### config.mk
export PLATFORM = sky130hd
export DESIGN_NAME = chebyshev_series_evaluator
export DESIGN_NICKNAME = d
export VERILOG_FILES = /design/src/hw/rtl/cse_pkg.sv /design/src/hw/rtl/cse_ram.sv /design/src/hw/rtl/cse_div.sv /design/src/hw/rtl/cse_clen.sv /design/src/hw/rtl/chebyshev_series_evaluator.sv
export SDC_FILE = /design/constraint.sdc
export NUM_CORES = 2
export LEC_CHECK = 0
export ABC_AREA = 1
export CORE_MARGIN = 2
export CORE_UTILIZATION = 58
export DETAILED_ROUTE_END_ITERATION = 6
export DONT_BUFFER_PORTS = 1
export PLACE_DENSITY = 0.76
export SETUP_SLACK_MARGIN = 0.15
export SLEW_MARGIN = 10
export SYNTH_ARGS = -nofsm -noshare
export SYNTH_HDL_FRONTEND = slang
export SYNTH_SLANG_ARGS = --single-unit
### constraint.sdc
create_clock -name i_clk -period 9.3 [get_ports i_clk]
set_input_delay 1.395 -clock i_clk [delete_from_list [all_inputs] [get_ports i_clk]]
set_output_delay 1.395 -clock i_clk [all_outputs]
set_load 0.01 [all_outputs]
### src/hw/rtl/cse_pkg.sv
// ----------------------------------------------------------------------------
// cse_pkg
// shared types and constants of the chebyshev series evaluator
// ----------------------------------------------------------------------------
package cse_pkg;

    localparam int DATA_W = 32;

    // operation codes
    localparam logic OP_LOAD = 1'b0;
    localparam logic OP_EVAL = 1'b1;

    // result status codes
    localparam logic [1:0] STATUS_OK   = 2'd0;
    localparam logic [1:0] STATUS_SAT  = 2'd1;
    localparam logic [1:0] STATUS_SPAN = 2'd2;

    // configuration register indexes
    localparam logic [1:0] CFG_LOWER = 2'd0;
    localparam logic [1:0] CFG_UPPER = 2'd1;
    localparam logic [1:0] CFG_ORDER = 2'd2;

    localparam logic signed [DATA_W-1:0] LOWER_RST = -32'sd65536;
    localparam logic signed [DATA_W-1:0] UPPER_RST = 32'sd65536;
    localparam logic [4:0]               ORDER_RST = 5'd16;

    localparam logic signed [DATA_W-1:0] Q_MAX = 32'sh7fff_ffff;
    localparam logic signed [DATA_W-1:0] Q_MIN = 32'sh8000_0000;

    typedef struct packed {
        logic                     operation;
        logic [3:0]               coeff_index;
        logic signed [DATA_W-1:0] coeff_value;
        logic signed [DATA_W-1:0] point;
        logic                     last_point;
    } t_cmd;

    typedef struct packed {
        logic signed [DATA_W-1:0] value;
        logic [1:0]               status;
        logic                     batch_end;
    } t_result;

    typedef enum logic [2:0] {
        ST_IDLE,
        ST_DIV,
        ST_MUL,
        ST_ADD,
        ST_DONE
    } t_state;

    // divider status toward the sequencer
    typedef struct packed {
        logic done;
        logic sat;
    } t_div_stat;

    // recurrence datapath controls
    typedef struct packed {
        logic clear;
        logic mul;
        logic add;
        logic last;
    } t_clen_ctrl;

endpackage

### src/hw/rtl/cse_ram.sv
// ----------------------------------------------------------------------------
// cse_ram
// generic single write, single read ram with registered read data
// ----------------------------------------------------------------------------
module cse_ram #(
    parameter int WIDTH = 32,
    parameter int DEPTH = 16
) (
    input  logic                     i_clk,
    input  logic                     i_we,
    input  logic [$clog2(DEPTH)-1:0] i_waddr,
    input  logic [WIDTH-1:0]         i_wdata,
    input  logic [$clog2(DEPTH)-1:0] i_raddr,
    output logic [WIDTH-1:0]         o_rdata
);

    logic [WIDTH-1:0] r_mem [DEPTH];
    logic [WIDTH-1:0] r_rdata;

    always_ff @(posedge i_clk) begin
        if (i_we) begin
            r_mem[i_waddr] <= i_wdata;
        end
        r_rdata <= r_mem[i_raddr];
    end

    assign o_rdata = r_rdata;

endmodule

### src/hw/rtl/cse_div.sv
// ----------------------------------------------------------------------------
// cse_div
// radix-4 restoring divider that maps a point onto [-1,1] in Q16.16
// ----------------------------------------------------------------------------
module cse_div (
    input  logic                 i_clk,
    input  logic                 i_rst_n,
    input  logic                 i_start,
    input  logic signed [34:0]   i_num,
    input  logic signed [32:0]   i_den,
    output cse_pkg::t_div_stat   o_stat,
    output logic signed [31:0]   o_y
);

    logic        r_busy;
    logic        r_done;
    logic [3:0]  r_cnt;
    logic [32:0] r_rem;
    logic [32:0] r_dvs;
    logic [31:0] r_dnd;
    logic [31:0] r_quot;
    logic        r_neg;
    logic        r_ovf;

    logic [34:0] w_num_mag;
    logic [32:0] w_den_mag;
    logic [49:0] w_dividend;
    logic [32:0] w_hi;
    logic        w_ovf;
    logic [33:0] w_t1;
    logic [33:0] w_t2;
    logic        w_ge1;
    logic        w_ge2;
    logic [32:0] w_r1;
    logic [32:0] w_r2;
    logic        w_sat;

    assign w_num_mag  = i_num[34] ? 35'(-i_num) : 35'(i_num);
    assign w_den_mag  = i_den[32] ? 33'(-i_den) : 33'(i_den);
    assign w_dividend = {w_num_mag[33:0], 16'd0};
    assign w_hi       = {15'd0, w_dividend[49:32]};
    // quotient needs more than 32 bits
    assign w_ovf      = (w_hi >= w_den_mag);

    // two restoring steps per cycle
    assign w_t1  = {r_rem, r_dnd[31]};
    assign w_ge1 = (w_t1 >= {1'b0, r_dvs});
    assign w_r1  = w_ge1 ? 33'(w_t1 - {1'b0, r_dvs}) : w_t1[32:0];
    assign w_t2  = {w_r1, r_dnd[30]};
    assign w_ge2 = (w_t2 >= {1'b0, r_dvs});
    assign w_r2  = w_ge2 ? 33'(w_t2 - {1'b0, r_dvs}) : w_t2[32:0];

    always_ff @(posedge i_clk) begin
        if (!i_rst_n) begin
            r_busy <= 1'b0;
            r_done <= 1'b0;
            r_cnt  <= '0;
        end else begin
            r_done <= r_busy && !i_start && (r_cnt == 4'd15);
            if (i_start) begin
                r_busy <= 1'b1;
                r_cnt  <= '0;
            end else if (r_busy) begin
                r_cnt <= r_cnt + 4'd1;
                if (r_cnt == 4'd15) begin
                    r_busy <= 1'b0;
                end
            end
        end
    end

    always_ff @(posedge i_clk) begin
        if (i_start) begin
            r_rem  <= w_ovf ? '0 : w_hi;
            r_dvs  <= w_den_mag;
            r_dnd  <= w_dividend[31:0];
            r_quot <= '0;
            r_neg  <= i_num[34] ^ i_den[32];
            r_ovf  <= w_ovf;
        end else if (r_busy) begin
            r_rem  <= w_r2;
            r_dnd  <= {r_dnd[29:0], 2'b00};
            r_quot <= {r_quot[29:0], w_ge1, w_ge2};
        end
    end

    // sign and saturation of the magnitude quotient
    always_comb begin
        if (r_neg) begin
            w_sat = r_ovf || (r_quot > 32'h8000_0000);
            o_y   = w_sat ? cse_pkg::Q_MIN : 32'(-r_quot);
        end else begin
            w_sat = r_ovf || r_quot[31];
            o_y   = w_sat ? cse_pkg::Q_MAX : r_quot;
        end
    end

    assign o_stat.done = r_done;
    assign o_stat.sat  = w_sat;

endmodule

### src/hw/rtl/cse_clen.sv
// ----------------------------------------------------------------------------
// cse_clen
// clenshaw recurrence datapath: registered multiply, then add and saturate
// ----------------------------------------------------------------------------
module cse_clen (
    input  logic                 i_clk,
    input  cse_pkg::t_clen_ctrl  i_ctrl,
    input  logic signed [31:0]   i_y,
    input  logic signed [31:0]   i_coef,
    output logic signed [31:0]   o_acc,
    output logic                 o_sat
);

    logic signed [31:0] r_d1;
    logic signed [31:0] r_d2;
    logic signed [63:0] r_prod;
    logic               r_sat;

    logic signed [63:0] w_shift;
    logic signed [31:0] w_coef;
    logic signed [51:0] w_sum;
    logic               w_ovf;
    logic signed [31:0] w_sat_val;

    // final step doubles nothing and halves c0
    assign w_shift = i_ctrl.last ? (r_prod >>> 16) : (r_prod >>> 15);
    assign w_coef  = i_ctrl.last ? (i_coef >>> 1) : i_coef;
    assign w_sum   = w_shift[51:0] - {{20{r_d2[31]}}, r_d2}
                   + {{20{w_coef[31]}}, w_coef};
    assign w_ovf   = !((&w_sum[51:31]) || !(|w_sum[51:31]));

    always_comb begin
        if (!w_ovf) begin
            w_sat_val = w_sum[31:0];
        end else if (w_sum[51]) begin
            w_sat_val = cse_pkg::Q_MIN;
        end else begin
            w_sat_val = cse_pkg::Q_MAX;
        end
    end

    always_ff @(posedge i_clk) begin
        if (i_ctrl.clear) begin
            r_d1  <= '0;
            r_d2  <= '0;
            r_sat <= 1'b0;
        end else if (i_ctrl.add) begin
            r_d1  <= w_sat_val;
            r_d2  <= r_d1;
            r_sat <= r_sat | w_ovf;
        end
        if (i_ctrl.mul) begin
            r_prod <= i_y * r_d1;
        end
    end

    assign o_acc = r_d1;
    assign o_sat = r_sat;

endmodule

### src/hw/rtl/chebyshev_series_evaluator.sv
// ----------------------------------------------------------------------------
// chebyshev_series_evaluator
// chebyshev series evaluation by clenshaw recurrence, signed q16.16
// ----------------------------------------------------------------------------
//  channel   dir  handshake                    payload
//  command   in   start, busy (start & !busy)  i_cmd    (cse_pkg::t_cmd)
//  result    out  o_result_valid, one cycle    o_result (cse_pkg::t_result)
//  config    in   i_cfg_we                     i_cfg_addr, i_cfg_wdata
//
//  a load transfer gives no result and leaves the block idle
//  an evaluate transfer runs the radix-4 divider, then one multiply and one
//  add per coefficient of the effective series order through the single
//  multiplier and adder loop
//  a zero domain span gives its result in the cycle after the transfer
//  the next command is taken in the cycle its predecessor's result is shown
//  reset is synchronous; the coefficient store reads as zero until written
//  the receiver cannot stall, so a result is never held
// ----------------------------------------------------------------------------
module chebyshev_series_evaluator #(
    parameter int MAX_ORDER = 16
) (
    input  logic              i_clk,
    input  logic              i_rst_n,
    input  logic              start,
    output logic              busy,
    input  cse_pkg::t_cmd     i_cmd,
    output logic              o_result_valid,
    output cse_pkg::t_result  o_result,
    input  logic              i_cfg_we,
    input  logic [1:0]        i_cfg_addr,
    input  logic [31:0]       i_cfg_wdata
);

    localparam int KW = $clog2(MAX_ORDER);
    localparam int CW = (KW + 1 > 5) ? KW + 1 : 5;

    // configuration
    logic signed [31:0] r_lower;
    logic signed [31:0] r_upper;
    logic [4:0]         r_order;

    // sequencer
    cse_pkg::t_state    r_state;
    cse_pkg::t_state    n_state;
    logic [KW-1:0]      r_k;
    logic [MAX_ORDER-1:0] r_valid;
    logic               r_vld_rd;
    logic               r_last;
    logic               r_out_vld;
    cse_pkg::t_result   r_out;

    logic               w_accept;
    logic               w_load;
    logic               w_eval;
    logic               w_ld_ok;
    logic [KW+3:0]      w_idx_ext;
    logic signed [34:0] w_num;
    logic signed [32:0] w_den;
    logic               w_span_zero;
    logic               w_div_start;
    cse_pkg::t_div_stat w_div_stat;
    logic signed [31:0] w_y;
    cse_pkg::t_clen_ctrl w_ctrl;
    logic [31:0]        w_rdata;
    logic signed [31:0] w_coef;
    logic signed [31:0] w_acc;
    logic               w_clen_sat;
    logic [CW-1:0]      w_ord_ext;
    logic [CW-1:0]      w_ord_clip;
    logic [CW-1:0]      w_kstart;

    assign busy     = (r_state != cse_pkg::ST_IDLE);
    assign w_accept = start && !busy;
    assign w_load   = w_accept && (i_cmd.operation == cse_pkg::OP_LOAD);
    assign w_eval   = w_accept && (i_cmd.operation == cse_pkg::OP_EVAL);

    // loads beyond the store are dropped
    assign w_ld_ok   = (32'(i_cmd.coeff_index) < MAX_ORDER);
    assign w_idx_ext = {{KW{1'b0}}, i_cmd.coeff_index};

    // numerator 2x - a - b and span b - a
    assign w_num = {{2{i_cmd.point[31]}}, i_cmd.point, 1'b0}
                 - {{3{r_lower[31]}}, r_lower}
                 - {{3{r_upper[31]}}, r_upper};
    assign w_den = {r_upper[31], r_upper} - {r_lower[31], r_lower};
    assign w_span_zero = (w_den == '0);
    assign w_div_start = w_eval && !w_span_zero;

    // order clamped to the store, order zero runs as order one
    assign w_ord_ext  = CW'(r_order);
    assign w_ord_clip = (w_ord_ext > CW'(MAX_ORDER)) ? CW'(MAX_ORDER) : w_ord_ext;
    assign w_kstart   = (w_ord_clip == '0) ? '0 : w_ord_clip - CW'(1);

    // config writes
    always_ff @(posedge i_clk) begin
        if (!i_rst_n) begin
            r_lower <= cse_pkg::LOWER_RST;
            r_upper <= cse_pkg::UPPER_RST;
            r_order <= cse_pkg::ORDER_RST;
        end else if (i_cfg_we) begin
            case (i_cfg_addr)
                cse_pkg::CFG_LOWER: r_lower <= i_cfg_wdata;
                cse_pkg::CFG_UPPER: r_upper <= i_cfg_wdata;
                cse_pkg::CFG_ORDER: r_order <= i_cfg_wdata[4:0];
                default: ;
            endcase
        end
    end

    // coefficient store, entries not yet written read as zero
    cse_ram #(
        .WIDTH (32),
        .DEPTH (MAX_ORDER)
    ) u_store (
        .i_clk   (i_clk),
        .i_we    (w_load && w_ld_ok),
        .i_waddr (w_idx_ext[KW-1:0]),
        .i_wdata (i_cmd.coeff_value),
        .i_raddr (r_k),
        .o_rdata (w_rdata)
    );

    always_ff @(posedge i_clk) begin
        if (!i_rst_n) begin
            r_valid <= '0;
        end else if (w_load && w_ld_ok) begin
            r_valid[w_idx_ext[KW-1:0]] <= 1'b1;
        end
    end

    // valid bit is registered from the same read address, like the ram data
    always_ff @(posedge i_clk) begin
        r_vld_rd <= r_valid[r_k];
    end

    assign w_coef = r_vld_rd ? w_rdata : '0;

    cse_div u_div (
        .i_clk   (i_clk),
        .i_rst_n (i_rst_n),
        .i_start (w_div_start),
        .i_num   (w_num),
        .i_den   (w_den),
        .o_stat  (w_div_stat),
        .o_y     (w_y)
    );

    cse_clen u_clen (
        .i_clk  (i_clk),
        .i_ctrl (w_ctrl),
        .i_y    (w_y),
        .i_coef (w_coef),
        .o_acc  (w_acc),
        .o_sat  (w_clen_sat)
    );

    // next state
    always_comb begin
        n_state = r_state;
        case (r_state)
            cse_pkg::ST_IDLE: begin
                if (w_div_start) begin
                    n_state = cse_pkg::ST_DIV;
                end
            end
            cse_pkg::ST_DIV: begin
                if (w_div_stat.done) begin
                    n_state = cse_pkg::ST_MUL;
                end
            end
            cse_pkg::ST_MUL: n_state = cse_pkg::ST_ADD;
            cse_pkg::ST_ADD: begin
                if (r_k == '0) begin
                    n_state = cse_pkg::ST_DONE;
                end else begin
                    n_state = cse_pkg::ST_MUL;
                end
            end
            cse_pkg::ST_DONE: n_state = cse_pkg::ST_IDLE;
            default: n_state = cse_pkg::ST_IDLE;
        endcase
    end

    // datapath controls
    always_comb begin
        w_ctrl = '0;
        case (r_state)
            cse_pkg::ST_DIV: w_ctrl.clear = w_div_stat.done;
            cse_pkg::ST_MUL: w_ctrl.mul   = 1'b1;
            cse_pkg::ST_ADD: begin
                w_ctrl.add  = 1'b1;
                w_ctrl.last = (r_k == '0);
            end
            default: ;
        endcase
    end

    always_ff @(posedge i_clk) begin
        if (!i_rst_n) begin
            r_state   <= cse_pkg::ST_IDLE;
            r_out_vld <= 1'b0;
        end else begin
            r_state   <= n_state;
            r_out_vld <= (r_state == cse_pkg::ST_DONE) || (w_eval && w_span_zero);
        end
    end

    // coefficient walk from the top order down to c0
    always_ff @(posedge i_clk) begin
        if (r_state == cse_pkg::ST_DIV && w_div_stat.done) begin
            r_k <= w_kstart[KW-1:0];
        end else if (r_state == cse_pkg::ST_ADD && r_k != '0) begin
            r_k <= r_k - KW'(1);
        end
    end

    // result register
    always_ff @(posedge i_clk) begin
        if (w_eval) begin
            r_last <= i_cmd.last_point;
        end
        if (w_eval && w_span_zero) begin
            r_out.value     <= '0;
            r_out.status    <= cse_pkg::STATUS_SPAN;
            r_out.batch_end <= i_cmd.last_point;
        end else if (r_state == cse_pkg::ST_DONE) begin
            r_out.value     <= w_acc;
            r_out.status    <= (w_div_stat.sat || w_clen_sat) ?
                               cse_pkg::STATUS_SAT : cse_pkg::STATUS_OK;
            r_out.batch_end <= r_last;
        end
    end

    assign o_result_valid = r_out_vld;
    assign o_result       = r_out;

    // a result only follows the end of a walk or a zero span transfer
    a_result_source: assert property (@(posedge i_clk) disable iff (!i_rst_n)
        o_result_valid |-> ($past(r_state) == cse_pkg::ST_DONE) || $past(start && !busy))
        else $error("result without a finished evaluation");

    // the walk index stays inside the store
    a_index_range: assert property (@(posedge i_clk) disable iff (!i_rst_n)
        (r_state == cse_pkg::ST_MUL) |-> (32'(r_k) < MAX_ORDER))
        else $error("coefficient index outside the store");

    // divider completes only while the sequencer waits for it
    a_div_done: assert property (@(posedge i_clk) disable iff (!i_rst_n)
        w_div_stat.done |-> (r_state == cse_pkg::ST_DIV))
        else $error("divider done outside the divide phase");

    // zero span results carry a zero value
    a_span_value: assert property (@(posedge i_clk) disable iff (!i_rst_n)
        (o_result_valid && o_result.status == cse_pkg::STATUS_SPAN)
            |-> (o_result.value == '0))
        else $error("zero span result with nonzero value");

endmodule

==> reports/results.txt <==
Post-CTS Hold Buffers - 0
Congestion Overflow GR - 0
CP max stage delay - 0.65 ns
Max-cap violations - 0
Critical path's slowest cell - fa_2
FF-to-FF Start - u_div.r_quot[1]
Hold Crit Depth - 2
Area fraction in compound gates after synthesis - 10.7%
Worst EP required - 9.75 ns
Final slew viol count - 0
Mapped Cells - 10800
CTS sink count - 910
Fill cells - 12900
Netlist cell types - 64
Vias per cell - 5.99
Flop2flop setup slack - 0.20 ns
Period utilization - 97.9%
Num rows - 144
Post-route ant nets - 0
Final Net Count - 12700
Drt wl/cell - 24.8 um
Hold Startpoint - r_valid[5]
Post-synth top area cell - fa_1
P&R area growth vs syn - 10.8%
Final core utilization - 64.7%
Final GP Congestion - 1.03
Setup TNS - 0 ns
Syn Nets - 12500
CP Launch Type - register
Count leader, synth - nand2_1
Most used cell, CP - fa_1
Family with the most delay on the worst path - adder cells
Main synth FF type - edfxtp_1
Worst-Margin Slew - 1.27 ns
Full die area - 158000 um^2
Top cells by count, synth - 1983 x nand2_1, 1858 x inv_1, 1462 x nor2_1
I/O pins - 145
Main combinational cell family by area after synthesis - adder cells
Worst clock skew - 0.0794 ns
Final setup fails - 0
Synth top area cells - fa_1 25%, edfxtp_1 22%, nand2_1 8.3%, inv_1 7.8%, ha_1 6.5%
Register clock-pin slew on the reported worst setup and hold paths - 0.06 ns
TritonCTS clock tree - built
Htree depth - 3
RR Endpoint - u_clen.r_prod[57]
Total CTS buffers - 91
Clock root buffer - clkbuf_16
Adder-Cell Fraction of Synth Area - 31.4%
Chip Width - 398 um
Violated checks - design-rule violations
CP Capture Type - register
Via count - 78700
Sequential share of the synthesized area - 27.5%
FFs w/ async S/R, synth - 0%
EDFF count, synth - 651
WHS Endpoint - r_valid[5]
Clock Path Buffers - 3
Placed Cells - 12900
Syn_area_per_cell - 8.33 um^2
Die height - 398 um
Core area - 154000 um^2
Rel. slew slack - 15.1%
Maximum clock rate - 0.110 GHz
CP max FO - 7
RSZ-0062 raised after global routing - true
Vias in the first global route - 78100
Final min period - 9.10 ns
Synthesis warning total - 0
Iteration-0 DRC Markers - 9710
CP arrival - 9.55 ns
Layout Cells excl Fill - 13100
Status - complete, but fails checks
Xor/xnor share of the synthesized area - 2.75%
Crit path kind - register to register
Drt drc - 3
Largest net degree at the start of global routing - 169
Mux share of post-synthesis cell area - 0.0223%
Skew-Pair Late Insertion Delay - 0.78 ns
Final Hold Fails - 0
Mapped Area - 89900 um^2
Top cell type's share of synthesized area - 24.9%
Pre-Repair DR Iteration Count - 7
R2R depth - 37
Tightest Hold Check Type - register to register
First-pass GRT wire length - 483 mm
Final WL - 326 mm
Levels on crit path - 37
Synth Register Bits - 910
Initial antenna violation count - 11
Synth Area in Simple Gates - 17.9%
Layout cells sized above 1 - 8.74%
Count of buffer and inverter cells on the critical path - 7
Initial core utilization - 58.3%
Total Routing Usage GR - 41.1%
IO Port Bufs - 0
Hpwl dp - 256 mm
## stage by stage
step / worst slack [ns] / hold WS (ns) / cell area (um^2)
after floorplan: 0.367 / 0.435 / 89900
after global placement: -0.0286 / 0.443 / 94900
after detailed placement: -0.0676 / 0.453 / 94900
after CTS: 0.156 / 0.468 / 98300
after global routing: -0.156 / 0.495 / 99600
final: 0.200 / 0.471 / 99600
## cells by family after synthesis
kind of cell	Yosys count
DFF	910
buffers and inverters	2295
muxes	2
AOI/OAI and AO/OA	1689
adders and majority gates	1586
and+or+nand+nor	4020
xor gates and xnor gates	282
## layout by cell type (no fill, tap or decap), types with 31 or more instances in the layout
cell type and count:
a211oi_1 42, a21oi_1 460, a31oi_1 36, buf_4 479, clkbuf_16 93, dfxtp_1 254
edfxtp_1 651, fa_1 1106, ha_1 451, inv_1 1826, inv_2 41, nand2_1 1959
nand2_2 31, nand3_1 334, nand4_1 79, nor2_1 1398, nor2_2 45, nor2_4 33
nor3_1 58, o211ai_1 61, o21ai_0 721, o21ai_1 38, o221ai_1 109, o22ai_1 72
xnor2_1 83, xor2_1 198
## metal layers
layer  share of wire [%]  vias up  global-route usage [%]
met5               0.014        -                       0
met4                 4.1        6                    15.0
met3                  13      799                    11.9
met2                  43     4764                    60.6
met1                  40    38400                    57.9
li1                    -    34700                       -
## registers in the layout, indices dropped and copies added, names as in the netlist, 5 cells and up
| register | cells |
|---|---|
| u_store.r_mem | 512 |
| u_clen.r_prod | 49 |
| o_result | 35 |
| u_div.r_dvs | 33 |
| u_div.r_rem | 33 |
| r_lower | 32 |
| r_upper | 32 |
| u_clen.o_acc | 32 |
| u_clen.r_d2 | 32 |
| u_div.r_quot | 32 |
| u_store.o_rdata | 32 |
| r_valid | 16 |
| u_div.r_dnd | 16 |
| r_order | 5 |
## repair_timing
action / CTS / global route
gates resized for setup: 26 / 257
gates cloned: 0 / 1
pin swaps: 1 / 55
setup endpoints to repair: 22 / 46
setup buffers: 1 / 46
## worst max path at each step
| stage | startpoint | end |
|---|---|---|
| 2_1_floorplan | u_div.r_quot[2] | u_clen.r_prod[60] |
| 3_3_place_gp | u_div.r_quot[7] | u_clen.r_prod[51] |
| 3_5_place_dp | u_div.r_quot[1] | u_clen.r_prod[51] |
| 4_1_cts | u_div.r_quot[1] | u_clen.r_prod[62] |
| 5_1_grt | u_div.r_quot[1] | u_clen.r_prod[57] |
| 6_report | u_div.r_quot[1] | u_clen.r_prod[57] |
## final cells by class
| cell class | count | area, um^2 | share of cell area, % |
|---|---|---|---|
| multi-input combinational | 7579 | 57400 | 57.6 |
| sequential | 910 | 24700 | 24.8 |
| inverter | 1900 | 7180 | 7.21 |
| timing repair buffer | 526 | 4360 | 4.37 |
| tap | 2044 | 2560 | 2.57 |
| clock buffer | 116 | 2540 | 2.55 |
| clock inverter | 55 | 783 | 0.786 |
| antenna | 6 | 15.0 | 0.0151 |
| timing repair inverter | 1 | 6.26 | 0.00628 |
## worst reg2reg max path, delay by kind of cell (launching register included)
family          cells  cell delay, ns
compound gates      7            0.99
flops               1            0.33
xor+xnor            1            0.19
simple gates       13            1.81
buf+inv             7            0.90
fa+ha+maj           9            4.61
Power is left out: the tool's default activity adds up to more than one toggle a clock period on the data nets, which glitch-free logic cannot reach.
